<file path="src/hw/rtl/hrrn_pkg.sv">
package hrrn_pkg;

	// Table size and derived widths
	localparam int MAX_PROCESSES = 32;
	localparam int SLOT_W = (MAX_PROCESSES > 1) ? $clog2(MAX_PROCESSES) : 1;
	localparam int CNT_W = $clog2(MAX_PROCESSES + 1);

	// Field widths
	localparam int ARR_W = 16;
	localparam int RUN_W = 16;
	localparam int TIME_W = 32;
	localparam int IDX_W = 5;
	localparam int STATUS_W = 3;
	localparam int MEM_W = ARR_W + RUN_W;

	// Response ratio numerator: (now - arrival) + run, one bit of headroom
	localparam int NUM_W = TIME_W + 1;
	localparam int PROD_W = NUM_W + RUN_W;

	// Commands
	localparam logic CMD_LOAD = 1'b0;
	localparam logic CMD_DISPATCH = 1'b1;

	// Result status codes
	typedef enum logic [STATUS_W-1:0] {
		STAT_LOADED = 3'd0,
		STAT_DISPATCHED = 3'd1,
		STAT_EMPTY = 3'd2,
		STAT_FULL = 3'd3,
		STAT_ZERO_RUN = 3'd4
	} status_t;

endpackage

</file>
<file path="src/hw/rtl/hrrn_item_if.sv">
interface hrrn_item_if;
	import hrrn_pkg::*;

	logic valid;
	logic ready;
	logic cmd;
	logic [ARR_W-1:0] arrival_time;
	logic [RUN_W-1:0] run_time;

	modport source (output valid, cmd, arrival_time, run_time, input ready);
	modport sink (input valid, cmd, arrival_time, run_time, output ready);

endinterface

</file>
<file path="src/hw/rtl/hrrn_result_if.sv">
interface hrrn_result_if;
	import hrrn_pkg::*;

	logic valid;
	logic ready;
	logic [STATUS_W-1:0] status;
	logic [IDX_W-1:0] process_index;
	logic [TIME_W-1:0] start_time;
	logic [TIME_W-1:0] finish_time;
	logic waited;

	modport source (output valid, status, process_index, start_time, finish_time, waited,
		input ready);
	modport sink (input valid, status, process_index, start_time, finish_time, waited,
		output ready);

endinterface

</file>
<file path="src/hw/rtl/hrrn_process_dispatcher_unit.sv">
// Highest-response-ratio-next dispatcher with a 32-entry process table held in a
// synchronous RAM (arrival and run time per slot) plus a flip-flop pending mark per
// slot. A load transaction captures the item, then does the table write and result.
// A dispatch transaction reads every slot once; each slot passes through the
// cross-multiplier and then the compare-and-update of the running best, since
// each slot's products use the best found so far. The same pass tracks the
// earliest pending arrival, so when nothing has arrived yet the block jumps time
// to that arrival without a second pass. Ratios are compared exactly; equal
// ratios go to the lowest slot. Finish time and current time saturate at all
// ones. Slots are never reused after a dispatch. A new transaction is taken
// while a previous result still waits in the output register.
module hrrn_process_dispatcher_unit (
	input logic clk,
	input logic arst_n,
	hrrn_item_if.sink item,
	hrrn_result_if.source result
);
	import hrrn_pkg::*;

	typedef enum logic [2:0] {
		S_IDLE,
		S_LOAD,
		S_READ,
		S_MUL,
		S_CMP,
		S_DONE
	} state_t;

	state_t state_q;

	// Captured transaction
	logic item_cmd_q;
	logic [ARR_W-1:0] item_arr_q;
	logic [RUN_W-1:0] item_run_q;

	// Block state
	logic [MAX_PROCESSES-1:0] pending_q;
	logic [CNT_W-1:0] count_q;
	logic [TIME_W-1:0] cur_q;

	// Scan registers
	logic [SLOT_W-1:0] idx_q;
	logic any_q;
	logic [ARR_W-1:0] min_arr_q;
	logic [RUN_W-1:0] min_run_q;
	logic [SLOT_W-1:0] min_slot_q;
	logic have_best_q;
	logic [NUM_W-1:0] best_num_q;
	logic [RUN_W-1:0] best_run_q;
	logic [SLOT_W-1:0] best_slot_q;
	logic arrived_q;
	logic [NUM_W-1:0] num_q;
	logic [RUN_W-1:0] run_q;
	logic [PROD_W-1:0] prod_a_q;
	logic [PROD_W-1:0] prod_b_q;

	// Output register
	logic out_valid_q;
	status_t out_status_q;
	logic [IDX_W-1:0] out_idx_q;
	logic [TIME_W-1:0] out_start_q;
	logic [TIME_W-1:0] out_finish_q;
	logic out_waited_q;

	// Process table
	logic [MEM_W-1:0] mem_q [MAX_PROCESSES];
	logic [MEM_W-1:0] rd_data_q;
	logic [SLOT_W-1:0] rd_addr;
	logic mem_we;
	logic [SLOT_W-1:0] load_slot;

	logic out_free;
	logic out_load;
	logic item_fire;
	logic last_slot;
	logic [ARR_W-1:0] rd_arr;
	logic [RUN_W-1:0] rd_run;
	logic slot_pending;
	logic slot_arrived;
	logic [NUM_W-1:0] slot_num;
	logic table_full;

	logic [SLOT_W-1:0] sel_slot;
	logic [TIME_W-1:0] sel_start;
	logic [RUN_W-1:0] sel_run;
	logic sel_waited;
	logic [NUM_W-1:0] finish_sum;
	logic [TIME_W-1:0] finish_sat;

	assign item.ready = (state_q == S_IDLE);
	assign item_fire = item.valid && item.ready;
	assign out_free = !out_valid_q || result.ready;
	assign out_load = (state_q == S_LOAD || state_q == S_DONE) && out_free;

	assign result.valid = out_valid_q;
	assign result.status = out_status_q;
	assign result.process_index = out_idx_q;
	assign result.start_time = out_start_q;
	assign result.finish_time = out_finish_q;
	assign result.waited = out_waited_q;

	// Slot under scan
	assign last_slot = (idx_q == SLOT_W'(MAX_PROCESSES - 1));
	assign rd_arr = rd_data_q[MEM_W-1:RUN_W];
	assign rd_run = rd_data_q[RUN_W-1:0];
	assign slot_pending = pending_q[idx_q];
	assign slot_arrived = slot_pending && (TIME_W'(rd_arr) <= cur_q);
	assign slot_num = NUM_W'(cur_q) - NUM_W'(rd_arr) + NUM_W'(rd_run);

	// Next read: slot 0 when the scan starts, the following slot during compare
	always_comb begin
		rd_addr = idx_q;
		if (state_q == S_READ) begin
			rd_addr = '0;
		end else if (state_q == S_CMP && !last_slot) begin
			rd_addr = idx_q + SLOT_W'(1);
		end
	end

	// Load write
	assign table_full = (count_q >= CNT_W'(MAX_PROCESSES));
	assign load_slot = count_q[SLOT_W-1:0];
	assign mem_we = (state_q == S_LOAD) && out_free && (item_run_q != '0) && !table_full;

	// Dispatch choice: best arrived process, else the earliest arrival after a jump
	always_comb begin
		if (have_best_q) begin
			sel_slot = best_slot_q;
			sel_start = cur_q;
			sel_run = best_run_q;
			sel_waited = 1'b0;
		end else begin
			sel_slot = min_slot_q;
			sel_start = TIME_W'(min_arr_q);
			sel_run = min_run_q;
			sel_waited = 1'b1;
		end
	end

	assign finish_sum = NUM_W'(sel_start) + NUM_W'(sel_run);
	assign finish_sat = finish_sum[NUM_W-1] ? '1 : finish_sum[TIME_W-1:0];

	// Table RAM, registered read
	always_ff @(posedge clk) begin
		if (mem_we) begin
			mem_q[load_slot] <= {item_arr_q, item_run_q};
		end
		rd_data_q <= mem_q[rd_addr];
	end

	// Sequencer, block state and output register
	always_ff @(posedge clk or negedge arst_n) begin
		if (!arst_n) begin
			state_q <= S_IDLE;
			item_cmd_q <= CMD_LOAD;
			item_arr_q <= '0;
			item_run_q <= '0;
			pending_q <= '0;
			count_q <= '0;
			cur_q <= '0;
			idx_q <= '0;
			any_q <= 1'b0;
			min_arr_q <= '0;
			min_run_q <= '0;
			min_slot_q <= '0;
			have_best_q <= 1'b0;
			best_num_q <= '0;
			best_run_q <= '0;
			best_slot_q <= '0;
			arrived_q <= 1'b0;
			num_q <= '0;
			run_q <= '0;
			prod_a_q <= '0;
			prod_b_q <= '0;
			out_valid_q <= 1'b0;
			out_status_q <= STAT_LOADED;
			out_idx_q <= '0;
			out_start_q <= '0;
			out_finish_q <= '0;
			out_waited_q <= 1'b0;
		end else begin
			// Result valid: set on completion, dropped once the sink takes it
			if (out_load) begin
				out_valid_q <= 1'b1;
			end else if (result.ready) begin
				out_valid_q <= 1'b0;
			end

			case (state_q)
				S_IDLE: begin
					if (item_fire) begin
						item_cmd_q <= item.cmd;
						item_arr_q <= item.arrival_time;
						item_run_q <= item.run_time;
						state_q <= (item.cmd == CMD_DISPATCH) ? S_READ : S_LOAD;
					end
				end

				S_LOAD: begin
					if (out_free) begin
						out_idx_q <= '0;
						out_start_q <= '0;
						out_finish_q <= '0;
						out_waited_q <= 1'b0;
						if (item_run_q == '0) begin
							out_status_q <= STAT_ZERO_RUN;
						end else if (table_full) begin
							out_status_q <= STAT_FULL;
						end else begin
							out_status_q <= STAT_LOADED;
							out_idx_q <= IDX_W'(load_slot);
							pending_q[load_slot] <= 1'b1;
							count_q <= count_q + CNT_W'(1);
						end
						state_q <= S_IDLE;
					end
				end

				// Slot 0 read in flight; clear the scan
				S_READ: begin
					idx_q <= '0;
					any_q <= 1'b0;
					have_best_q <= 1'b0;
					state_q <= S_MUL;
				end

				// Cross products against the running best, earliest arrival tracking
				S_MUL: begin
					arrived_q <= slot_arrived;
					num_q <= slot_num;
					run_q <= rd_run;
					prod_a_q <= slot_num * best_run_q;
					prod_b_q <= best_num_q * rd_run;
					if (slot_pending && (!any_q || rd_arr < min_arr_q)) begin
						any_q <= 1'b1;
						min_arr_q <= rd_arr;
						min_run_q <= rd_run;
						min_slot_q <= idx_q;
					end
					state_q <= S_CMP;
				end

				// Strictly higher ratio wins, so ties keep the lower slot
				S_CMP: begin
					if (arrived_q && (!have_best_q || prod_a_q > prod_b_q)) begin
						have_best_q <= 1'b1;
						best_num_q <= num_q;
						best_run_q <= run_q;
						best_slot_q <= idx_q;
					end
					if (last_slot) begin
						state_q <= S_DONE;
					end else begin
						idx_q <= idx_q + SLOT_W'(1);
						state_q <= S_MUL;
					end
				end

				S_DONE: begin
					if (out_free) begin
						if (!any_q) begin
							out_status_q <= STAT_EMPTY;
							out_idx_q <= '0;
							out_start_q <= '0;
							out_finish_q <= '0;
							out_waited_q <= 1'b0;
						end else begin
							out_status_q <= STAT_DISPATCHED;
							out_idx_q <= IDX_W'(sel_slot);
							out_start_q <= sel_start;
							out_finish_q <= finish_sat;
							out_waited_q <= sel_waited;
							pending_q[sel_slot] <= 1'b0;
							cur_q <= finish_sat;
						end
						state_q <= S_IDLE;
					end
				end

				default: begin
					state_q <= S_IDLE;
				end
			endcase
		end
	end

	// A result appears only when a load or a dispatch completes
	assert property (@(posedge clk) disable iff (!arst_n)
		$rose(out_valid_q) |-> $past(state_q == S_LOAD || state_q == S_DONE))
	else $error("result raised outside load or dispatch completion");

	// The fill count never passes the table size
	assert property (@(posedge clk) disable iff (!arst_n)
		count_q <= CNT_W'(MAX_PROCESSES))
	else $error("fill count beyond table size");

	// A dispatched slot was pending when chosen
	assert property (@(posedge clk) disable iff (!arst_n)
		(state_q == S_DONE && out_free && any_q) |-> pending_q[sel_slot])
	else $error("dispatched slot was not pending");

	// Time never runs backward across a dispatch
	assert property (@(posedge clk) disable iff (!arst_n)
		(state_q == S_DONE && out_free) |=> (cur_q >= $past(cur_q)))
	else $error("current time decreased");

	// A dispatch scan only runs for a dispatch transaction
	assert property (@(posedge clk) disable iff (!arst_n)
		(state_q == S_MUL || state_q == S_CMP) |-> (item_cmd_q == CMD_DISPATCH))
	else $error("scan running for a load transaction");

endmodule
</file>
<file path="src/flat_wrapper.sv">
// flat-port wrapper written by rule: the top's interface ports become plain ports
module hrrn_process_dispatcher_unit_flat import hrrn_pkg::*;
  (clk, arst_n, item_valid, item_cmd, item_arrival_time, item_run_time, item_ready, result_valid, result_status, result_process_index, result_start_time, result_finish_time, result_waited, result_ready);
  hrrn_item_if item_i ();
  hrrn_result_if result_i ();
  input logic clk;
  input logic arst_n;
  input wire logic [$bits(item_i.valid)-1:0] item_valid;
  input wire logic [$bits(item_i.cmd)-1:0] item_cmd;
  input wire logic [$bits(item_i.arrival_time)-1:0] item_arrival_time;
  input wire logic [$bits(item_i.run_time)-1:0] item_run_time;
  output wire logic [$bits(item_i.ready)-1:0] item_ready;
  output wire logic [$bits(result_i.valid)-1:0] result_valid;
  output wire logic [$bits(result_i.status)-1:0] result_status;
  output wire logic [$bits(result_i.process_index)-1:0] result_process_index;
  output wire logic [$bits(result_i.start_time)-1:0] result_start_time;
  output wire logic [$bits(result_i.finish_time)-1:0] result_finish_time;
  output wire logic [$bits(result_i.waited)-1:0] result_waited;
  input wire logic [$bits(result_i.ready)-1:0] result_ready;
  assign item_i.valid = item_valid;
  assign item_i.cmd = item_cmd;
  assign item_i.arrival_time = item_arrival_time;
  assign item_i.run_time = item_run_time;
  assign item_ready = item_i.ready;
  assign result_valid = result_i.valid;
  assign result_status = result_i.status;
  assign result_process_index = result_i.process_index;
  assign result_start_time = result_i.start_time;
  assign result_finish_time = result_i.finish_time;
  assign result_waited = result_i.waited;
  assign result_i.ready = result_ready;
  hrrn_process_dispatcher_unit u_core (.clk(clk), .arst_n(arst_n), .item(item_i), .result(result_i));
endmodule
</file>
<file path="config.mk">
export PLATFORM = sky130hd
export DESIGN_NAME = hrrn_process_dispatcher_unit_flat
export DESIGN_NICKNAME = d
export VERILOG_FILES = /design/src/hw/rtl/hrrn_pkg.sv /design/src/hw/rtl/hrrn_item_if.sv /design/src/hw/rtl/hrrn_result_if.sv /design/src/hw/rtl/hrrn_process_dispatcher_unit.sv /design/src/flat_wrapper.sv
export SDC_FILE = /design/constraint.sdc
export NUM_CORES = 2
export LEC_CHECK = 0
export ABC_AREA = 1
export ABC_CLOCK_PERIOD_IN_PS = 7700
export BUFFER_PORTS_ARGS = -buffer_cell sky130_fd_sc_hd__buf_2
export CAP_MARGIN = 40
export CORE_UTILIZATION = 34
export DETAILED_ROUTE_END_ITERATION = 12
export MAX_ROUTING_LAYER = met4
export PLACE_DENSITY = 0.57
export RECOVER_POWER = 25
export SETUP_SLACK_MARGIN = 0.2
export SLEW_MARGIN = 20
export SYNTH_ARGS = -nofsm -noshare
export SYNTH_HDL_FRONTEND = slang
export SYNTH_SLANG_ARGS = --single-unit
</file>
<file path="constraint.sdc">
create_clock -name clk -period 7.7 [get_ports clk]
set_input_delay 1.155 -clock clk [delete_from_list [all_inputs] [get_ports clk]]
set_output_delay 1.155 -clock clk [all_outputs]
set_load 0.1 [all_outputs]
</file>
---- After elaboration in Yosys (flattened, before gate mapping) ----
Memory sizes are Yosys's and may differ from the RTL's. A register that Yosys moved wholly into a read port is not among the register bits.
Cells that the tools add are included.
storage, ports and cells
  logic and storage cells ................. 160
  input port bits ......................... 37
  bits in writable memories ............... 1024
  bits in registers ....................... 425
  memories kept ........................... 1
operators by class
  reductions and logical operators ........ 39
  magnitude comparators ................... 9
  eq/ne operators ......................... 16
  add/subtract/negate cells ............... 5
  multiplexer cells ....................... 57
  multiply operators ...................... 2
  bitwise logic cells ..................... 5
memory list
  name          depth  bits a word  read ports  clocked after Yosys merged registers in  write ports  line                                RTL
  u_core.mem_q  32     32           1           1                                        1            hrrn_process_dispatcher_unit.sv:66  logic [MEM_W-1:0] mem_q [MAX_PROCESSES];
operators with widths
  kind                                                                  count
  32-bit 2-to-1 mux                                                     12
  32-bit one-hot mux with 2 select lines                                3
  33-bit by 16-bit multiplier with 49-bit output                        2
  49-bit > comparator                                                   1
  5-bit 2-to-1 mux                                                      9
  32-bit by 16-bit adder with 33-bit output                             1
  33-bit by 16-bit adder with 33-bit output                             1
  32-bit by 16-bit subtractor with 33-bit output                        1
  32-bit AND                                                            1
  16-bit by 32-bit <= comparator with 1-bit output                      1
  32-bit NOT                                                            1
  32-bit bitwise OR                                                     1
  5-bit one-hot mux with 2 select lines                                 2
  5-bit by 6-bit < comparator with 1-bit output, second input constant  3
  3-bit 2-to-1 mux                                                      6
  16-bit logical NOT                                                    1
  16-bit < comparator                                                   1
  16-bit 2-to-1 mux                                                     1
  16-bit nonzero test                                                   1
  3-bit one-hot mux with 5 select lines                                 1
  2-bit AND reduction                                                   7
  1-bit 2-to-1 mux                                                      13
  1-bit logical AND                                                     11
  1-bit demux with 5-bit select                                         2
  23 further kinds                                                      50

---- Depth between registers and ports, before layout ----
  word-level depth ........................ 10
  gate-level depth with buffers ........... 41

---- Least setup slack after synthesis ----
OpenSTA, ideal clock, no wires.
  path type ............................... reg2reg
  start point ............................. reg u_core.rd_data_q[1], read port of u_core.mem_q
  end point ............................... reg u_core.prod_a_q[46]
  clock period less this slack ............ 7293 ps
  path slack .............................. 407 ps
  arrival time ............................ 7175 ps
  stages on the path, launching flop included .. 38
  data required time ...................... 7582 ps
  path through ............................ dfxtp_1 clkbuf_1 inv_1 fa_1 inv_1 fa_1 nand2_1 nand2_1 o21ai_1 o21ai_2 nand2_1 nand2_1 nand3_1 nand2_1 nand2_1 clkbuf_1 nand3_1 fa_1 [2 not listed] fa_1 inv_1 fa_1 fa_1 fa_1 inv_1 ha_1 nand2_1 nor2_1 inv_1 nor2_1 nand3_1 nor3_1 nand2_1 nand3_1 nand2_1 nand3_1 nand2_1
between the ends
  longest elaborated chain between the ends .. 2
RTL lines
  item                                            line                                 RTL
  start: declaration                              hrrn_process_dispatcher_unit.sv:67   logic [MEM_W-1:0] rd_data_q;
  33-bit by 16-bit adder with 33-bit output       hrrn_process_dispatcher_unit.sv:108  assign slot_num = NUM_W'(cur_q) - NUM_W'(rd_arr) + NUM_W'(rd_run);
  33-bit by 16-bit multiplier with 49-bit output  hrrn_process_dispatcher_unit.sv:232  prod_a_q <= slot_num * best_run_q;
  end signal: assignment                          hrrn_process_dispatcher_unit.sv:232
  end: declaration                                hrrn_process_dispatcher_unit.sv:54   logic [PROD_W-1:0] prod_a_q;
Every way passes these cells.
A chain may end at the register's enable or synchronous reset.

---- Worst setup path in the final report ----
  start point ............................. reg u_core.rd_data_q[15], read port of u_core.mem_q
  end point ............................... reg u_core.prod_a_q[40]
The elaborated chain is that of the path after synthesis.

==> summary.md <==
| Metric | Value |
|---|---|
| Crit path kind | `flip-flop to flip-flop` |
| HP Class | `flip-flop to flip-flop` |
| Clock skew | `0.101 ns` |
| 1st-iter DRT viols | `7212` |
| Slew of the pin with the lowest slew margin | `4.73 ns` |
| Period Utilization, post-route | `95.9%` |
| Routed wire length | `340000 um` |
| FP Rows | `200` |
| # nets final | `13200` |
| Largest stage delay on the critical path | `0.56 ns` |
| Hold_buf cts | `0` |
| Worst r2r path cells | `39` |
| Fin crit period | `7.38 ns` |
| Root Driver | `clkbuf_16` |
| Commonest non-fill, non-tap cell in the layout | `nand2_1` |
| Critical R2R Capture | `u_core.prod_a_q[40]$_DFFE_PN0P_` |
| Drt drc | `0` |
| Die Wd | `549 um` |
| Synth warn | `0` |
| Status | `complete, but fails checks` |
| Reg-to-reg slack, setup | `0.32 ns` |
| Async S/R FF share, synth | `28.7%` |
| Pin count of the biggest net entering global routing | `173` |
| HP Start | `u_core.best_slot_q[4]$_DFFE_PN0P_` |
| Hold depth | `2` |
| CTS max path bufs | `4` |
| Hold Fails Final Rpt | `0` |
| Routed WL per cell | `21.3 um` |
| Core Region | `297000 sq um` |
| Crit path DAT | `8.06 ns` |
| CP max FO | `6` |
| Congestion Overflow GR | `0` |
| Via density | `5.04` |
| Slowest stage cell on the critical path | `fa_2` |
| Failing checks | `capacitance limit, slew limit` |
| Vias in the first global route | `78400` |
| Max-slew headroom | `-215%` |
| Fmax | `135 MHz` |
| Num CTS Buffers | `171` |
| DR vias | `80300` |
| Most common cell type on the critical path | `nand2_1` |
| Gate Count Post-Synth | `11500` |
| Placer Congestion | `0.956` |
| Number of flops mapped to enable cells by yosys | `1024` |
| Max Slew Vio Count | `254` |
| Layout cell share with drive strength beyond 1 | `12.9%` |
| Sequential area share after synthesis | `41.3%` |
| Commonest cells after routing, fill and taps aside | `nand2_1 (3709), inv_1 (1484), nand3_1 (1346), edfxtp_1 (1024), fa_1 (864)` |
| Synth Flop Type | `edfxtp_1` |
| Placed insts | `15600` |
| CP Launch Type | `flip-flop` |
| GRT Util Overall | `23.0%` |
| Area growth from synthesis to layout | `16.3%` |
| DP HPWL | `236000 um` |
| Syn_nets | `12800` |
| Clk pin slew, worst setup/hold paths | `0.06 ns` |
| Initial Utilization | `34.2%` |
| Synth Cell Area | `102000 sq um` |
| Chip height | `549 um` |
| First-pass detailed-route iteration total | `6` |
| Yosys top cell area share | `30.2%` |
| Worst EP required | `8.37 ns` |
| PortBufs | `111` |
| Worst skew pair latency | `0.87 ns` |
| Count of cell types in the netlist | `53` |
| Max cap viols | `7` |
| First-pass GRT wire length | `508000 um` |
| Clock sinks | `1481` |
| Yosys reg bits | `1481` |
| Antenna Nets Post-Route | `0` |
| IO Count | `112` |
| Mapped Avg Cell Area | `8.83 sq um` |
| Setup repair after global routing missed its margin | `true` |
| Final setup fails | `0` |
| CTS tree | `built` |
| Post-route insts no fill | `15900` |
| Worst Setup End Kind | `flip-flop` |
| H-Tree Depth | `4` |
| Area leader, netlist | `edfxtp_1` |
| Worst R2R Start | `u_core.rd_data_q[15]$_DFF_P_` |
| Synth area leaders | `edfxtp_1 (30%), fa_1 (17%), nand2_1 (14%)` |
| Hold Crit Endpoint | `u_core.best_slot_q[4]$_DFFE_PN0P_` |
| Die area | `302000 sq um` |
| Initial antenna violation count | `20` |
-- worst max-delay path by stage --
stage | start | to | slack [ns] | depth (start not counted)
floorplan | u_core.rd_data_q[1]$_DFF_P_ | u_core.prod_a_q[46]$_DFFE_PN0P_ | 0.41 | 37
global placement | u_core.rd_data_q[12]$_DFF_P_ | u_core.prod_a_q[27]$_DFFE_PN0P_ | -0.20 | 36
detailed placement | u_core.rd_data_q[12]$_DFF_P_ | u_core.prod_a_q[27]$_DFFE_PN0P_ | -0.25 | 36
CTS | u_core.cur_q[0]$_DFFE_PN0P_ | u_core.prod_a_q[36]$_DFFE_PN0P_ | 0.14 | 37
global route | u_core.cur_q[6]$_DFFE_PN0P_ | u_core.prod_a_q[47]$_DFFE_PN0P_ | 0.04 | 38
finish | u_core.rd_data_q[15]$_DFF_P_ | u_core.prod_a_q[40]$_DFFE_PN0P_ | 0.32 | 39
-- through the flow --
step / instance area [sq um] / worst slack [ns] / setup TNS [ns] / hold WS [ns] / util, %
final: 118000 / 0.316 / 0 / 0.471 / 39.8
after detailed placement: 110000 / -0.250 / -3.63 / 0.455 / 37.1
after global placement: 109000 / -0.203 / -2.38 / 0.446 / 36.8
after CTS: 116000 / 0.144 / 0 / 0.220 / 39.1
after floorplan: 102000 / 0.407 / 0 / 0.434 / -
after global routing: 118000 / 0.0371 / 0 / 0.488 / 39.8
-- sequential cells by signal, summed over array words and instances, names as in the netlist, 6 cells and up --
register and count:
u_core.result.finish_time 32, u_core.result.start_time 32, u_core.mem_q 1024, u_core.count_q 6, u_core.cur_q 32, u_core.prod_b_q 49, u_core.min_run_q 16, u_core.best_run_q 16
u_core.item_run_q 16, u_core.best_num_q 33, u_core.item_arr_q 16, u_core.min_arr_q 16, u_core.num_q 33, u_core.prod_a_q 49, u_core.rd_data_q 32, u_core.pending_q 32
u_core.run_q 16
-- cell families (layout without fill, tap and decap cells) --
logic type / count (synthesis) / count (layout) / share of synthesized area, %
simple gates: 5885 / 5885 / 24.0
buf+inv: 2160 / 2620 / 8.29
flops: 1481 / 1481 / 41.3
fa+ha+maj: 1266 / 1266 / 22.1
compound gates: 656 / 656 / 3.55
xor+xnor: 49 / 49 / 0.422
mux: 32 / 32 / 0.354
other cells: 0 / 11 / 0
-- metal layers --
metal | wire, um | GRT usage [%] | share of wire [%]
met3 | 20100 | 2.63 | 5.9
met2 | 165000 | 37.8 | 48
met1 | 143000 | 29.6 | 42
met5 | 0 | - | 0
met4 | 12100 | 7.14 | 3.6
-- worst max-delay path: cells and delay by family (launching register included) --
family / cells / cell delay (ns)
fa+ha+maj: 9 / 4.16
buf+inv: 13 / 1.31
simple gates: 16 / 1.31
compound gates: 1 / 0.08
flops: 1 / 0.36
-- cells in the mapped netlist, types with 32 or more instances --
cell         n
clkbuf_1   336
buf_2      229
ha_1       385
dfrtp_1    425
nor2_1     473
dfxtp_1     32
nand3_1   1366
a21oi_1    230
inv_1     1546
o21a_1      35
edfxtp_1  1024
nor3_1      40
mux2_2      32
nand3b_1    56
o21ai_0    300
nand2_1   3818
or2_2       33
fa_1       881
nand4_1     63
-- cell type report --
class                   count  area (sq um)
clock inverters            88           852
multi-input cells        7888         53600
repair inverters            1          6.26
diodes                     11          27.5
inverters                1566          5960
flip-flops and latches   1481         42100
repair buffers            750          6290
well taps                3939          4930
fillers                 29900        179000
clock buffers             215          4610
-- repair_timing --
item | 4_1_cts | 5_1_grt
resized for setup | 155 | 459
endpoints found under the setup margin | 37 | 38
setup buffers | 5 | 42
cloned | 0 | 2
pin swaps | 19 | 187
Power is left out: the tool's default activity adds up to more than one toggle a clock period on the data nets, which glitch-free logic cannot reach.
